<file path="config.mk">
export PLATFORM = sky130hd
export DESIGN_NAME = binary_to_seven_segment_words_top
export DESIGN_NICKNAME = d
export VERILOG_FILES = /design/src/b2ssw_pkg.sv /design/src/b2ssw_dabble_pipe.sv /design/src/b2ssw_serializer.sv /design/src/binary_to_seven_segment_words_top.sv
export SDC_FILE = /design/constraint.sdc
export NUM_CORES = 1
export LEC_CHECK = 0
export BUFFER_PORTS_ARGS = -buffer_cell sky130_fd_sc_hd__buf_2
export CAP_MARGIN = 15
export CORE_MARGIN = 2
export CORE_UTILIZATION = 50
export DETAILED_ROUTE_END_ITERATION = 6
export GPL_TIMING_DRIVEN = 0
export PLACE_DENSITY = 0.68
export SKIP_CTS_REPAIR_TIMING = 1
export SLEW_MARGIN = 40
export SYNTH_ARGS = -nofsm -noshare
export SYNTH_HDL_FRONTEND = slang
export SYNTH_SLANG_ARGS = --single-unit
</file>
<file path="constraint.sdc">
create_clock -name aclk -period 4.07 [get_ports aclk]
set_input_delay 0.407 -clock aclk [delete_from_list [all_inputs] [get_ports aclk]]
set_output_delay 0.407 -clock aclk [all_outputs]
set_load 0.03 [all_outputs]
</file>
<file path="src/b2ssw_pkg.sv">
// shared constants, types and functions for the binary to seven-segment word block
// no dependencies

package b2ssw_pkg;

    localparam int DIGIT_COUNT_DEFAULT = 8;
    localparam int MaxDigits           = 10;
    localparam int ValueWidth          = 31;
    localparam int AddrWidth           = 4;
    localparam int SegWidth            = 8;
    localparam int BcdWidth            = 4 * MaxDigits;
    localparam int DabbleBits          = 32;
    localparam int StepsPerStage       = 4;
    localparam int DabbleStages        = DabbleBits / StepsPerStage;

    localparam logic [SegWidth-1:0] SegBlank      = 8'h00;
    localparam logic [SegWidth-1:0] SegUnderscore = 8'h08;

    typedef struct packed {
        logic [BcdWidth-1:0]   bcd;
        logic [DabbleBits-1:0] bin;
    } dabble_t;

    // dp=bit7, a=bit6 down to g=bit0
    function automatic logic [SegWidth-1:0] seg_glyph(input logic [3:0] digit);
        logic [SegWidth-1:0] pat;
        unique case (digit)
            4'd0:    pat = 8'h7E;
            4'd1:    pat = 8'h30;
            4'd2:    pat = 8'h6D;
            4'd3:    pat = 8'h79;
            4'd4:    pat = 8'h33;
            4'd5:    pat = 8'h5B;
            4'd6:    pat = 8'h5F;
            4'd7:    pat = 8'h70;
            4'd8:    pat = 8'h7F;
            4'd9:    pat = 8'h7B;
            default: pat = SegUnderscore;
        endcase
        return pat;
    endfunction

    // several shift-and-add-3 steps of the double dabble conversion
    function automatic dabble_t dabble_chunk(input dabble_t x);
        dabble_t             y;
        logic [BcdWidth-1:0] adj;
        y = x;
        for (int s = 0; s < StepsPerStage; s++) begin
            for (int d = 0; d < MaxDigits; d++) begin
                adj[4*d +: 4] = (y.bcd[4*d +: 4] >= 4'd5) ?
                                4'(y.bcd[4*d +: 4] + 4'd3) : y.bcd[4*d +: 4];
            end
            y.bcd = {adj[BcdWidth-2:0], y.bin[DabbleBits-1]};
            y.bin = {y.bin[DabbleBits-2:0], 1'b0};
        end
        return y;
    endfunction

endpackage

</file>
<file path="src/b2ssw_dabble_pipe.sv">
// pipelined binary to bcd conversion followed by a glyph and blanking stage
// depends on b2ssw_pkg

module b2ssw_dabble_pipe #(
    parameter int DIGIT_COUNT = b2ssw_pkg::DIGIT_COUNT_DEFAULT
) (
    input  logic                                   aclk,
    input  logic                                   aresetn,
    input  logic                                   in_valid,
    output logic                                   in_ready,
    input  logic [b2ssw_pkg::ValueWidth-1:0]       in_value,
    output logic                                   out_valid,
    input  logic                                   out_ready,
    output logic [DIGIT_COUNT-1:0][b2ssw_pkg::SegWidth-1:0] out_pats
);

    localparam int Stages = b2ssw_pkg::DabbleStages;

    b2ssw_pkg::dabble_t data_reg [Stages];
    logic [Stages-1:0]  valid_reg;
    logic [Stages-1:0]  take;
    b2ssw_pkg::dabble_t first_in;

    logic                                           gvalid_reg;
    logic                                           gtake;
    logic [DIGIT_COUNT-1:0][b2ssw_pkg::SegWidth-1:0] pats_reg;
    logic [DIGIT_COUNT-1:0][b2ssw_pkg::SegWidth-1:0] pats_next;

    assign first_in.bcd = '0;
    assign first_in.bin = {{(b2ssw_pkg::DabbleBits - b2ssw_pkg::ValueWidth){1'b0}}, in_value};

    assign gtake    = !gvalid_reg || out_ready;
    assign in_ready = take[0];

    genvar k;
    generate
        for (k = 0; k < Stages; k++) begin : g_stage
            if (k == Stages - 1) begin : g_tail
                assign take[k] = !valid_reg[k] || gtake;
            end else begin : g_mid
                assign take[k] = !valid_reg[k] || take[k+1];
            end

            if (k == 0) begin : g_first
                always_ff @(posedge aclk) begin
                    if (!aresetn) begin
                        valid_reg[k] <= 1'b0;
                    end else if (take[k]) begin
                        valid_reg[k] <= in_valid;
                    end
                end
                always_ff @(posedge aclk) begin
                    if (take[k]) begin
                        data_reg[k] <= b2ssw_pkg::dabble_chunk(first_in);
                    end
                end
            end else begin : g_next
                always_ff @(posedge aclk) begin
                    if (!aresetn) begin
                        valid_reg[k] <= 1'b0;
                    end else if (take[k]) begin
                        valid_reg[k] <= valid_reg[k-1];
                    end
                end
                always_ff @(posedge aclk) begin
                    if (take[k]) begin
                        data_reg[k] <= b2ssw_pkg::dabble_chunk(data_reg[k-1]);
                    end
                end
            end
        end
    endgenerate

    // leading zeros blank down to, but not including, the least significant place
    always_comb begin
        logic       lead;
        logic [3:0] digit;
        lead = 1'b1;
        for (int p = DIGIT_COUNT - 1; p >= 0; p--) begin
            digit = data_reg[Stages-1].bcd[4*p +: 4];
            lead  = lead && (digit == 4'd0);
            pats_next[p] = (lead && p != 0) ? b2ssw_pkg::SegBlank
                                            : b2ssw_pkg::seg_glyph(digit);
        end
    end

    always_ff @(posedge aclk) begin
        if (!aresetn) begin
            gvalid_reg <= 1'b0;
        end else if (gtake) begin
            gvalid_reg <= valid_reg[Stages-1];
        end
    end

    always_ff @(posedge aclk) begin
        if (gtake) begin
            pats_reg <= pats_next;
        end
    end

    assign out_valid = gvalid_reg;
    assign out_pats  = pats_reg;

endmodule

</file>
<file path="src/b2ssw_serializer.sv">
// holds one converted value and sends its digit patterns as words, msb place first
// depends on b2ssw_pkg

module b2ssw_serializer #(
    parameter int DIGIT_COUNT = b2ssw_pkg::DIGIT_COUNT_DEFAULT
) (
    input  logic                                   aclk,
    input  logic                                   aresetn,
    input  logic                                   in_valid,
    output logic                                   in_ready,
    input  logic [DIGIT_COUNT-1:0][b2ssw_pkg::SegWidth-1:0] in_pats,
    output logic                                   m_valid,
    input  logic                                   m_ready,
    output logic [b2ssw_pkg::AddrWidth-1:0]        m_digit_address,
    output logic [b2ssw_pkg::SegWidth-1:0]         m_segments,
    output logic                                   m_last
);

    localparam logic [b2ssw_pkg::AddrWidth-1:0] FirstAddr = b2ssw_pkg::AddrWidth'(DIGIT_COUNT);
    localparam logic [b2ssw_pkg::AddrWidth-1:0] LastAddr  = b2ssw_pkg::AddrWidth'(1);

    logic                                            busy_reg;
    logic [b2ssw_pkg::AddrWidth-1:0]                 addr_reg;
    logic [DIGIT_COUNT-1:0][b2ssw_pkg::SegWidth-1:0] pats_reg;
    logic                                            is_last;
    logic                                            load;

    assign is_last  = (addr_reg == LastAddr);
    assign in_ready = !busy_reg || (m_ready && is_last);
    assign load     = in_valid && in_ready;

    always_ff @(posedge aclk) begin
        if (!aresetn) begin
            busy_reg <= 1'b0;
        end else if (load) begin
            busy_reg <= 1'b1;
        end else if (busy_reg && m_ready && is_last) begin
            busy_reg <= 1'b0;
        end
    end

    // the word on the port is always the top place of the shift line
    always_ff @(posedge aclk) begin
        if (load) begin
            addr_reg <= FirstAddr;
            pats_reg <= in_pats;
        end else if (busy_reg && m_ready && !is_last) begin
            addr_reg <= addr_reg - LastAddr;
            for (int p = DIGIT_COUNT - 1; p >= 1; p--) begin
                pats_reg[p] <= pats_reg[p-1];
            end
        end
    end

    assign m_valid         = busy_reg;
    assign m_digit_address = addr_reg;
    assign m_segments      = pats_reg[DIGIT_COUNT-1];
    assign m_last          = is_last;

    a_addr_range : assert property (@(posedge aclk) disable iff (!aresetn)
        m_valid |-> (m_digit_address != '0 && m_digit_address <= FirstAddr))
        else $error("digit address out of range");

    a_addr_step : assert property (@(posedge aclk) disable iff (!aresetn)
        (m_valid && m_ready && !m_last) |=>
            (m_valid && m_digit_address == $past(m_digit_address) - LastAddr))
        else $error("digit address did not step down");

    a_last_lit : assert property (@(posedge aclk) disable iff (!aresetn)
        (m_valid && m_last) |-> (m_segments != b2ssw_pkg::SegBlank))
        else $error("least significant place blanked");

    a_new_starts_top : assert property (@(posedge aclk) disable iff (!aresetn)
        (in_valid && in_ready) |=> (m_valid && m_digit_address == FirstAddr))
        else $error("new value does not start at the top place");

endmodule

</file>
<file path="src/binary_to_seven_segment_words_top.sv">
// Converts a 31-bit unsigned value into DIGIT_COUNT display words, one per decimal
// place, most significant first (address DIGIT_COUNT) down to address 1, which is
// flagged by m_last. Patterns are no-decode seven-segment codes (bit7 dot, bit6 a
// .. bit0 g) with leading zeros blanked; zero still shows a single 0. Digits above
// DIGIT_COUNT places are dropped. Conversion is a nine-stage pipeline (eight double
// dabble stages of four bits each, then a glyph and blanking stage). The output
// serializer sends one word per cycle while m_ready is high, and it takes the next
// value as the last word of the current one is taken; up to nine further values
// queue in the pipeline while it sends.
// depends on b2ssw_pkg, b2ssw_dabble_pipe, b2ssw_serializer

module binary_to_seven_segment_words_top #(
    parameter int DIGIT_COUNT = b2ssw_pkg::DIGIT_COUNT_DEFAULT
) (
    input  logic                                aclk,
    input  logic                                aresetn,
    input  logic                                s_valid,
    output logic                                s_ready,
    input  logic [b2ssw_pkg::ValueWidth-1:0]    s_value,
    output logic                                m_valid,
    input  logic                                m_ready,
    output logic [b2ssw_pkg::AddrWidth-1:0]     m_digit_address,
    output logic [b2ssw_pkg::SegWidth-1:0]      m_segments,
    output logic                                m_last
);

    logic                                            pats_valid;
    logic                                            pats_ready;
    logic [DIGIT_COUNT-1:0][b2ssw_pkg::SegWidth-1:0] pats;

    b2ssw_dabble_pipe #(
        .DIGIT_COUNT (DIGIT_COUNT)
    ) u_pipe (
        .aclk      (aclk),
        .aresetn   (aresetn),
        .in_valid  (s_valid),
        .in_ready  (s_ready),
        .in_value  (s_value),
        .out_valid (pats_valid),
        .out_ready (pats_ready),
        .out_pats  (pats)
    );

    b2ssw_serializer #(
        .DIGIT_COUNT (DIGIT_COUNT)
    ) u_ser (
        .aclk            (aclk),
        .aresetn         (aresetn),
        .in_valid        (pats_valid),
        .in_ready        (pats_ready),
        .in_pats         (pats),
        .m_valid         (m_valid),
        .m_ready         (m_ready),
        .m_digit_address (m_digit_address),
        .m_segments      (m_segments),
        .m_last          (m_last)
    );

endmodule

</file>
==> results.yml, run 1 <==
setup_path:
  arrival_ns: 4.27
  crit_path_end_kind: "flop"
  cp-start-kind: "flop"
  critPathRequiredTime_ns: 4.45
  cp_max_fo: 10
  critical_path_class: "flop to flop"
routing:
  drt_iter0_markers: 1297
  wl_per_cell_um: 13.8
  antenna_violating_nets_post_route: 0
  vias_per_cell: 5.70
  routed_wl_um: 58200
  first_pass_iters: 5
  drc: 0
  vias: 24000
logic_synthesis:
  avgSynthCellArea_um2: 9.09
  synth-seq-area-share: 0.403
  synth_commonest_cells: "edfxtp_1 (388), nand2_1 (382), a21oi_1 (290), nor2_1 (279), o21ai_0 (249)"
  synth.largest_area_cell: "edfxtp_1"
  yosysMostFrequentCell: "edfxtp_1"
  synthSimpleGateAreaFrac: 0.159
  synth_area_leaders: "edfxtp_1 (39%), ha_1 (7.6%), a21oi_1 (4.9%)"
  synth_fa_ha_area_frac: 0.0767
  yosys_register_bits: 402
  synth_top_family_by_area: "compound AO/OA/AOI/OAI gates"
  syn_inst: 3259
  synthesis.area_mm2: 0.0296
  synth_mux_area_frac: 0.0473
  synth_compound_area_frac: 0.221
  yosysWarnings: 0
  synth_edf_count: 388
  synthArstFlopShare: 0
  ys_types: 97
  synth_top_cell_area_share: 0.393
  synth_top_flop_cell: "edfxtp_1"
  synth-xor-area-share: 0.0507
  syn_nets: 3473
sta:
  slew_violations: 0
  fmax_mhz: 257
  clock_skew_ns: 0.0206
  tightest_slew_ns: 0.827
  setup_tns_ns: 0
  period_needed_ns: 3.89
  finalSetupViolations: 0
  hold_violations: 0
  fin_crit_sh: 0.956
  slew_headroom: 0.449
cts:
  cts_htree_levels: 2
  numClockSinks: 402
  root_buffer: "clkbuf_16"
  numCtsBuffers: 47
  clk_latency_ns: 0.59
  cts_tree: "yes"
  clk_pin_slew_worst_paths_ns: 0.06
  clockBufferDepth: 3
job:
  cap_violations: 0
final_layout:
  n_antenna_cell: 0
  drive_above_1_share: 0.103
  nFillCells: 5084
  utilization: 0.561
  nNetsFinal: 3612
  multiInputGateArea_mm2: 0.0167
  syn2layout_area_growth_pct: 11.3
  largest_reg_flops: 276
  seq_area_mm2: 0.0119
global_route:
  first_global_vias: 22600
  antenna_found_initial: 0
  grt_first_pass_wirelength_um: 98000
  grt_max_degree: 50
  grt-ovfl-total: 0
  globalRouteTotalUtil: 0.185
floorplanning:
  start_util: 0.504
  core-area_mm2: 0.0588
  die_area_mm2: 0.0612
  die_h_um: 247
  rows: 89
  io_pins: 50
  die_w_um: 247
placed_design:
  post-dp-hpwl_um: 42600
  routabilityCongestion: 0.858
  port-buffer-count: 47
min_path:
  hp-class: "input pin to flop"
status:
  status: "finished clean"
cell families (layout without fill, tap and decap cells):
family,Yosys count,after routing
buf+inv,325,499
flops,402,402
simple gates,1021,1021
other cells,1,1
compound gates,1042,1042
mux,130,130
fa+ha+maj,182,182
xor+xnor,156,156
critical path: stages, from the launching register on:
cell      delay, ns
edfxtp_1       0.47
inv_1          0.18
ha_2           0.25
nand2b_1       0.13
a21oi_4        0.23
mux2_2         0.43
o21a_1         0.24
mux2i_4        0.24
inv_1          0.15
ha_1           0.23
a221o_2        0.45
inv_1          0.14
a21o_1         0.14
a311oi_1       0.10
nor3_1         0.29
layer usage:
metal,global-route usage,vias up,part of all wire
li1,-,12200,-
met1,0.207,11200,0.41
met2,0.355,505,0.53
met3,0.0238,125,0.037
met4,0.0653,0,0.028
met5,0,-,0
per-stage QoR:
stage               setup WS, ns  instance area, µm²  hold WS [ns]  std cells
detailed placement        -0.162               30900         0.405       4082
global route             -0.0499               33000        0.0853       4206
CTS                       -0.355               32400       -0.0497       4166
floorplan                  0.399               29600         0.400       3259
finish                     0.181               33000        0.0950       4206
global placement          0.0350               30800         0.402       4079
cell type report:
cell class | count | area share
Clock inverter | 34 | 0.00868
Clock buffer | 50 | 0.0360
Buffer | 113 | 0.0146
Tap cell | 773 | 0.0293
Inverter | 210 | 0.0240
Timing Repair Buffer | 92 | 0.0211
Multi-Input combinational cell | 2532 | 0.505
Sequential cell | 402 | 0.362
worst paths after layout:
check	from	slack, ns	to	depth (start not counted)
max	u_pipe.data_reg[0][236]	0.18	u_pipe.data_reg[1][36]	14
max reg2reg	u_pipe.data_reg[0][236]	0.18	u_pipe.data_reg[1][36]	14
min reg2reg	u_pipe.data_reg[0][91]	0.41	u_pipe.data_reg[0][163]	0
min	s_valid	0.09	u_pipe.valid_reg[0]	3
cell usage in the layout (no fill, tap or decap), types with 32 or more instances in the layout:
master,synthesis,layout
edfxtp_1,388,388
nand2_1,382,377
a21oi_1,290,286
nor2_1,279,279
o21ai_0,249,246
inv_1,204,198
ha_1,179,176
xnor2_1,110,106
clkbuf_1,95,94
nand2b_1,84,84
a31oi_1,79,77
mux2i_1,75,66
nor3_1,58,58
o22ai_1,58,58
nor2b_1,53,53
buf_2,9,53
mux2_2,47,47
clkbuf_16,0,47
nor3b_1,45,45
nand3_1,45,45
o21ai_1,37,39
a211oi_1,37,37
o21a_1,36,36
a21o_1,32,32
Power of run 1 is not shown: default switching activity piles up to over one toggle a cycle in this logic, so the estimate is an artifact.
==> run 2: changes to the inputs <==
CORE_UTILIZATION = 65   (was 50)
PLACE_DENSITY = 0.84   (was 0.68)
==> run 2 against run 1 <==
The run now ends with design-rule violations, negative hold slack left. Clock skew is 0.0029 ns lower. Register-to-register slack worse by 0.05 ns. Fmax is 1.3% lower. Cell area is 0.61% lower. Wire length is 10% higher. Die area is 23% lower. First-iteration DRC count is 66% higher. Sequential share of layout area is 0.22 points higher. Global-route usage is 7.5 points higher. Count of clock-buffer cells in the layout is 4 higher. Worst setup slack worse by 0.051 ns. Via count is 3.6% higher.
==> results.yml, run 2 (synthesized netlist as in run 1, its figures left out) <==
status:
  status: "finished with violations"
  violations: "design-rule violations, negative hold slack"
global_route:
  grt-ovfl-total: 0
  antenna_found_initial: 0
  grt_first_pass_wirelength_um: 105000
  globalRouteTotalUtil: 0.260
  grt_max_degree: 48
  first_global_vias: 23300
setup_path:
  critical_path.most_common_cell: "ha_1"
  cpMaxStageDelayCell: "edfxtp_1"
  arrival_ns: 4.26
  cp-start-kind: "flop"
  critical_path_class: "flop to flop"
  worstPathBufferInverterCount: 4
  cp_top_family: "compound AO/OA/AOI/OAI gates"
  cp_max_fo: 5
  path_cells: "inv_1 -> ha_1 -> o21ai_1 -> xnor2_1 -> buf_4 -> ha_1 -> a21oi_4 -> nor3_1 -> o211ai_1 -> and3_1 -> a21boi_1 -> mux2i_1 -> inv_1 -> ha_1 -> inv_1 -> ha_1 -> a21oi_1 -> xnor2_1"
  critPathRequiredTime_ns: 4.39
  cp_slowest_stage_delay_ns: 0.43
  reg2reg_slack_ns: 0.13
  crit_path_end_kind: "flop"
floorplanning:
  die_w_um: 218
  die_area_mm2: 0.0473
  die_h_um: 218
  io_pins: 50
  rows: 78
  start_util: 0.656
  core-area_mm2: 0.0452
routing:
  wl_met2_um: 34300
  vias: 24800
  drc: 1
  wl_per_cell_um: 16.0
  drt_iter0_markers: 2153
  vias_per_cell: 6.16
  top_layer: "met4"
  wl_met1_um: 25400
  routed_wl_um: 64300
  first_pass_iters: 7
  antenna_violating_nets_post_route: 0
  wl_met3_um: 2930
final_layout:
  nFillCells: 3096
  largest_reg_flops: 276
  syn2layout_area_growth_pct: 10.7
  n_antenna_cell: 0
  layout_common_cells: "edfxtp_1 (388), nand2_1 (377), a21oi_1 (287)"
  nNetsFinal: 3607
  final_common_cell: "edfxtp_1"
  drive_above_1_share: 0.102
cts:
  root_buffer: "clkbuf_16"
  cts_tree: "yes"
  clk_pin_slew_worst_paths_ns: 0.06
  numCtsBuffers: 45
  numClockSinks: 402
  clk_latency_ns: 0.59
  cts_htree_levels: 2
  clockBufferDepth: 3
placed_design:
  post-dp-hpwl_um: 44400
  port-buffer-count: 47
  dpl_worst_slack_ns: -0.105
  routabilityCongestion: 0.862
sta:
  slew_violations: 0
  tightest_slew_ns: 0.842
  clock_skew_ns: 0.0177
  fin_crit_sh: 0.968
  slew_headroom: 0.435
  finalSetupViolations: 0
  setup_ws_ns: 0.129
  fmax_mhz: 254
  period_needed_ns: 3.94
  hold_ws_ns: -0.000746
  hold_violations: 1
  grt_setup_unrepaired: "true"
min_path:
  hp-class: "input pin to flop"
job:
  cap_violations: 0
[run 2: cell types whose count changed in the layout (fill, tap and decap cells not counted), moves of 3 or more]
cell	delta
clkinv_4	-4
clkinv_1	-3
dlygate4sd3_1	-5
clkbuf_1	+5
o21ai_1	-3
mux2i_2	-3
[run 2: final cells by class]
cell class,instances,area [µm²],share of cell area
tap,600,751,0.0229
sequential,402,11900,0.364
clock inverter,30,302,0.00919
clock buffer,54,1170,0.0357
multi-input combinational,2532,16700,0.509
buffer,113,478,0.0146
timing repair buffer,89,693,0.0211
inverter,210,795,0.0242
[run 2: through the flow]
step	setup TNS [ns]	util	hold slack [ns]	area, µm²	std cells
6_report	0	0.726	-0.000746	32800	4030
5_1_grt	-1.31	0.726	-0.00531	32800	4030
4_1_cts	-0.671	0.713	-0.0347	32200	3995
3_5_place_dp	-0.214	0.681	0.405	30800	3911
3_3_place_gp	0	0.678	0.402	30600	3906
2_1_floorplan	0	-	0.400	29600	3259
[run 2: worst paths after layout]
kind                                 from                       to  depth (start not counted)
setup / recovery   u_pipe.data_reg[0][29]  u_pipe.data_reg[0][101]                         18
hold / removal                s_value[17]   u_pipe.data_reg[0][17]                          1
setup reg to reg   u_pipe.data_reg[0][29]  u_pipe.data_reg[0][101]                         18
hold reg to reg   u_pipe.data_reg[0][216]   u_pipe.data_reg[1][16]                          0
[run 2: layer usage]
metal  vias up  track usage
met2       818        0.497
met1     11700        0.300
li1      12200            -
met4         0       0.0893
met5         -            0
met3       163       0.0280
[run 2: worst reg2reg max path: stages (launching register included)]
cell      delay (ns)
edfxtp_1        0.43
inv_1           0.09
ha_1            0.23
o21ai_1         0.22
xnor2_1         0.15
buf_4           0.16
ha_1            0.23
a21oi_4         0.22
nor3_1          0.09
o211ai_1        0.19
and3_1          0.25
a21boi_1        0.24
mux2i_1         0.38
inv_1           0.12
ha_1            0.20
inv_1           0.05
ha_1            0.19
a21oi_1         0.09
xnor2_1         0.15
Power of run 2 is left out for the same reason.
==> run 3: changes to the inputs <==
CTS_BUF_LIST = sky130_fd_sc_hd__clkbuf_4 sky130_fd_sc_hd__clkbuf_8   (was unset)
==> run 3 against run 2 <==
The flow finishes with violations (design-rule violations). Global-route usage fell by 0.40 points. Non-clock buffer count rose by 8. Via count rose by 0.19%. Sequential share of layout area fell by 0.16 points. Die area did not move. Cell area rose by 0.44%. First-iteration DRC count rose by 5.3%. Wire length fell by 1.4%. Critical endpoint is now s_ready. Largest cell class unchanged.
==> results.yml, run 3 (synthesized netlist as in run 1, its figures left out) <==
status:
  status: "finished with violations"
  violations: "design-rule violations"
sta:
  slew_violations: 0
  setup_tns_ns: 0
  tightest_slew_ns: 0.835
  hold_violations: 0
  fin_crit_sh: 0.954
  slew_headroom: 0.443
  fmax_mhz: 258
  finalSetupViolations: 0
  clock_skew_ns: 0.0429
  hold_ws_ns: 0.147
  period_needed_ns: 3.88
setup_path:
  crit_path_end_kind: "output pin"
  rr_worst_depth: 18
  cp-start-kind: "flop"
  critPathRequiredTime_ns: 3.66
  r2r-end: "u_pipe.data_reg[0][101]"
  reg2reg_slack_ns: 0.19
  reg2reg_from: "u_pipe.data_reg[0][29]"
  cp_max_fo: 32
  critical_path_class: "flop to output pin"
  arrival_ns: 3.47
routing:
  antenna_violating_nets_post_route: 0
  vias: 24900
  drc: 1
  wl_met1_um: 25600
  wl_met2_um: 33600
  vias_per_cell: 6.10
  first_pass_iters: 7
  routed_wl_um: 63400
  wl_met3_um: 2910
  drt_iter0_markers: 2268
  top_layer: "met4"
  wl_per_cell_um: 15.5
floorplanning:
  die_w_um: 218
  start_util: 0.656
  core-area_mm2: 0.0452
  rows: 78
  die_h_um: 218
  die_area_mm2: 0.0473
  io_pins: 50
final_layout:
  largest_reg_flops: 276
  syn2layout_area_growth_pct: 11.2
  final_common_cell: "edfxtp_1"
  layout_common_cells: "edfxtp_1 (388), nand2_1 (377), a21oi_1 (284)"
  nNetsFinal: 3641
  drive_above_1_share: 0.116
  n_antenna_cell: 0
global_route:
  grt_first_pass_wirelength_um: 103000
  grt-ovfl-total: 0
  grt_max_degree: 48
  antenna_found_initial: 0
  first_global_vias: 23300
  globalRouteTotalUtil: 0.256
cts:
  numClockSinks: 402
  clockBufferDepth: 3
  root_buffer: "clkbuf_8"
  clk_latency_ns: 0.69
  clk_pin_slew_worst_paths_ns: 0.06
  cts_htree_levels: 3
  numCtsBuffers: 71
  cts_tree: "yes"
placed_design:
  post-dp-hpwl_um: 44400
  routabilityCongestion: 0.862
  port-buffer-count: 47
min_path:
  hold_path_end: "u_ser.m_valid"
  min-delay-start: "m_ready"
  hp-class: "input pin to flop"
  hold_path_depth: 4
job:
  cap_violations: 0
[run 3: cell count changes in the layout (fill, tap and decap cells not counted), moves of 3 or more]
cell           change
inv_6              -4
clkbuf_4          +18
inv_8              +3
clkbuf_8          +71
clkbuf_16         -45
clkinv_1           +6
a21oi_2            +3
clkbuf_1           -8
a21oi_1            -3
dlygate4sd3_1      +6
[run 3: routing by layer]
metal	vias to the layer above	track usage
li1	12200	-
met1	11800	0.294
met2	727	0.483
met3	132	0.0372
met4	0	0.0884
met5	-	0
[run 3: worst max-delay path: stages (launching register included)]
cell and delay, ns:
dfxtp_1 0.38, inv_1 0.08, ha_1 0.18, nand2_1 0.09
inv_1 0.06, nand2_1 0.09, and3_1 0.27, and2_2 0.29
and3_2 0.29, and3_1 0.31, and3_2 0.32, nand2_8 0.18
buf_2 0.25
[run 3: how the worst max path moves through the flow]
| stage | startpoint | end | slack (ns) |
|---|---|---|---|
| 6_report | u_ser.m_digit_address[1] | s_ready | 0.19 |
| 5_1_grt | u_pipe.data_reg[0][29] | u_pipe.data_reg[0][101] | -0.09 |
| 2_1_floorplan | u_pipe.data_reg[1][44] | u_pipe.data_reg[1][121] | 0.40 |
| 4_1_cts | u_ser.m_digit_address[1] | s_ready | -0.32 |
| 3_5_place_dp | u_pipe.data_reg[1][44] | u_pipe.data_reg[1][121] | -0.11 |
| 3_3_place_gp | u_pipe.data_reg[1][44] | u_pipe.data_reg[1][121] | 0.13 |
[run 3: cell type report]
type | instances | area, µm²
clock buffers | 89 | 1120
plain buffers | 113 | 480
flip-flops and latches | 402 | 11900
repair buffers | 97 | 768
inverters | 210 | 795
well taps | 600 | 751
fillers | 3111 | 12200
clock inverters | 38 | 402
multi-input cells | 2532 | 16700
[run 3: per-stage QoR]
step / instances / utilization / setup slack [ns] / cell area [µm²]
finish: 4081 / 0.729 / 0.189 / 32900
global route: 4081 / 0.729 / -0.0916 / 32900
CTS: 4038 / 0.714 / -0.321 / 32300
detailed placement: 3911 / 0.681 / -0.105 / 30800
global placement: 3906 / 0.678 / 0.126 / 30600
floorplan: 3259 / - / 0.399 / 29600
Power of run 3 is left out for the same reason.
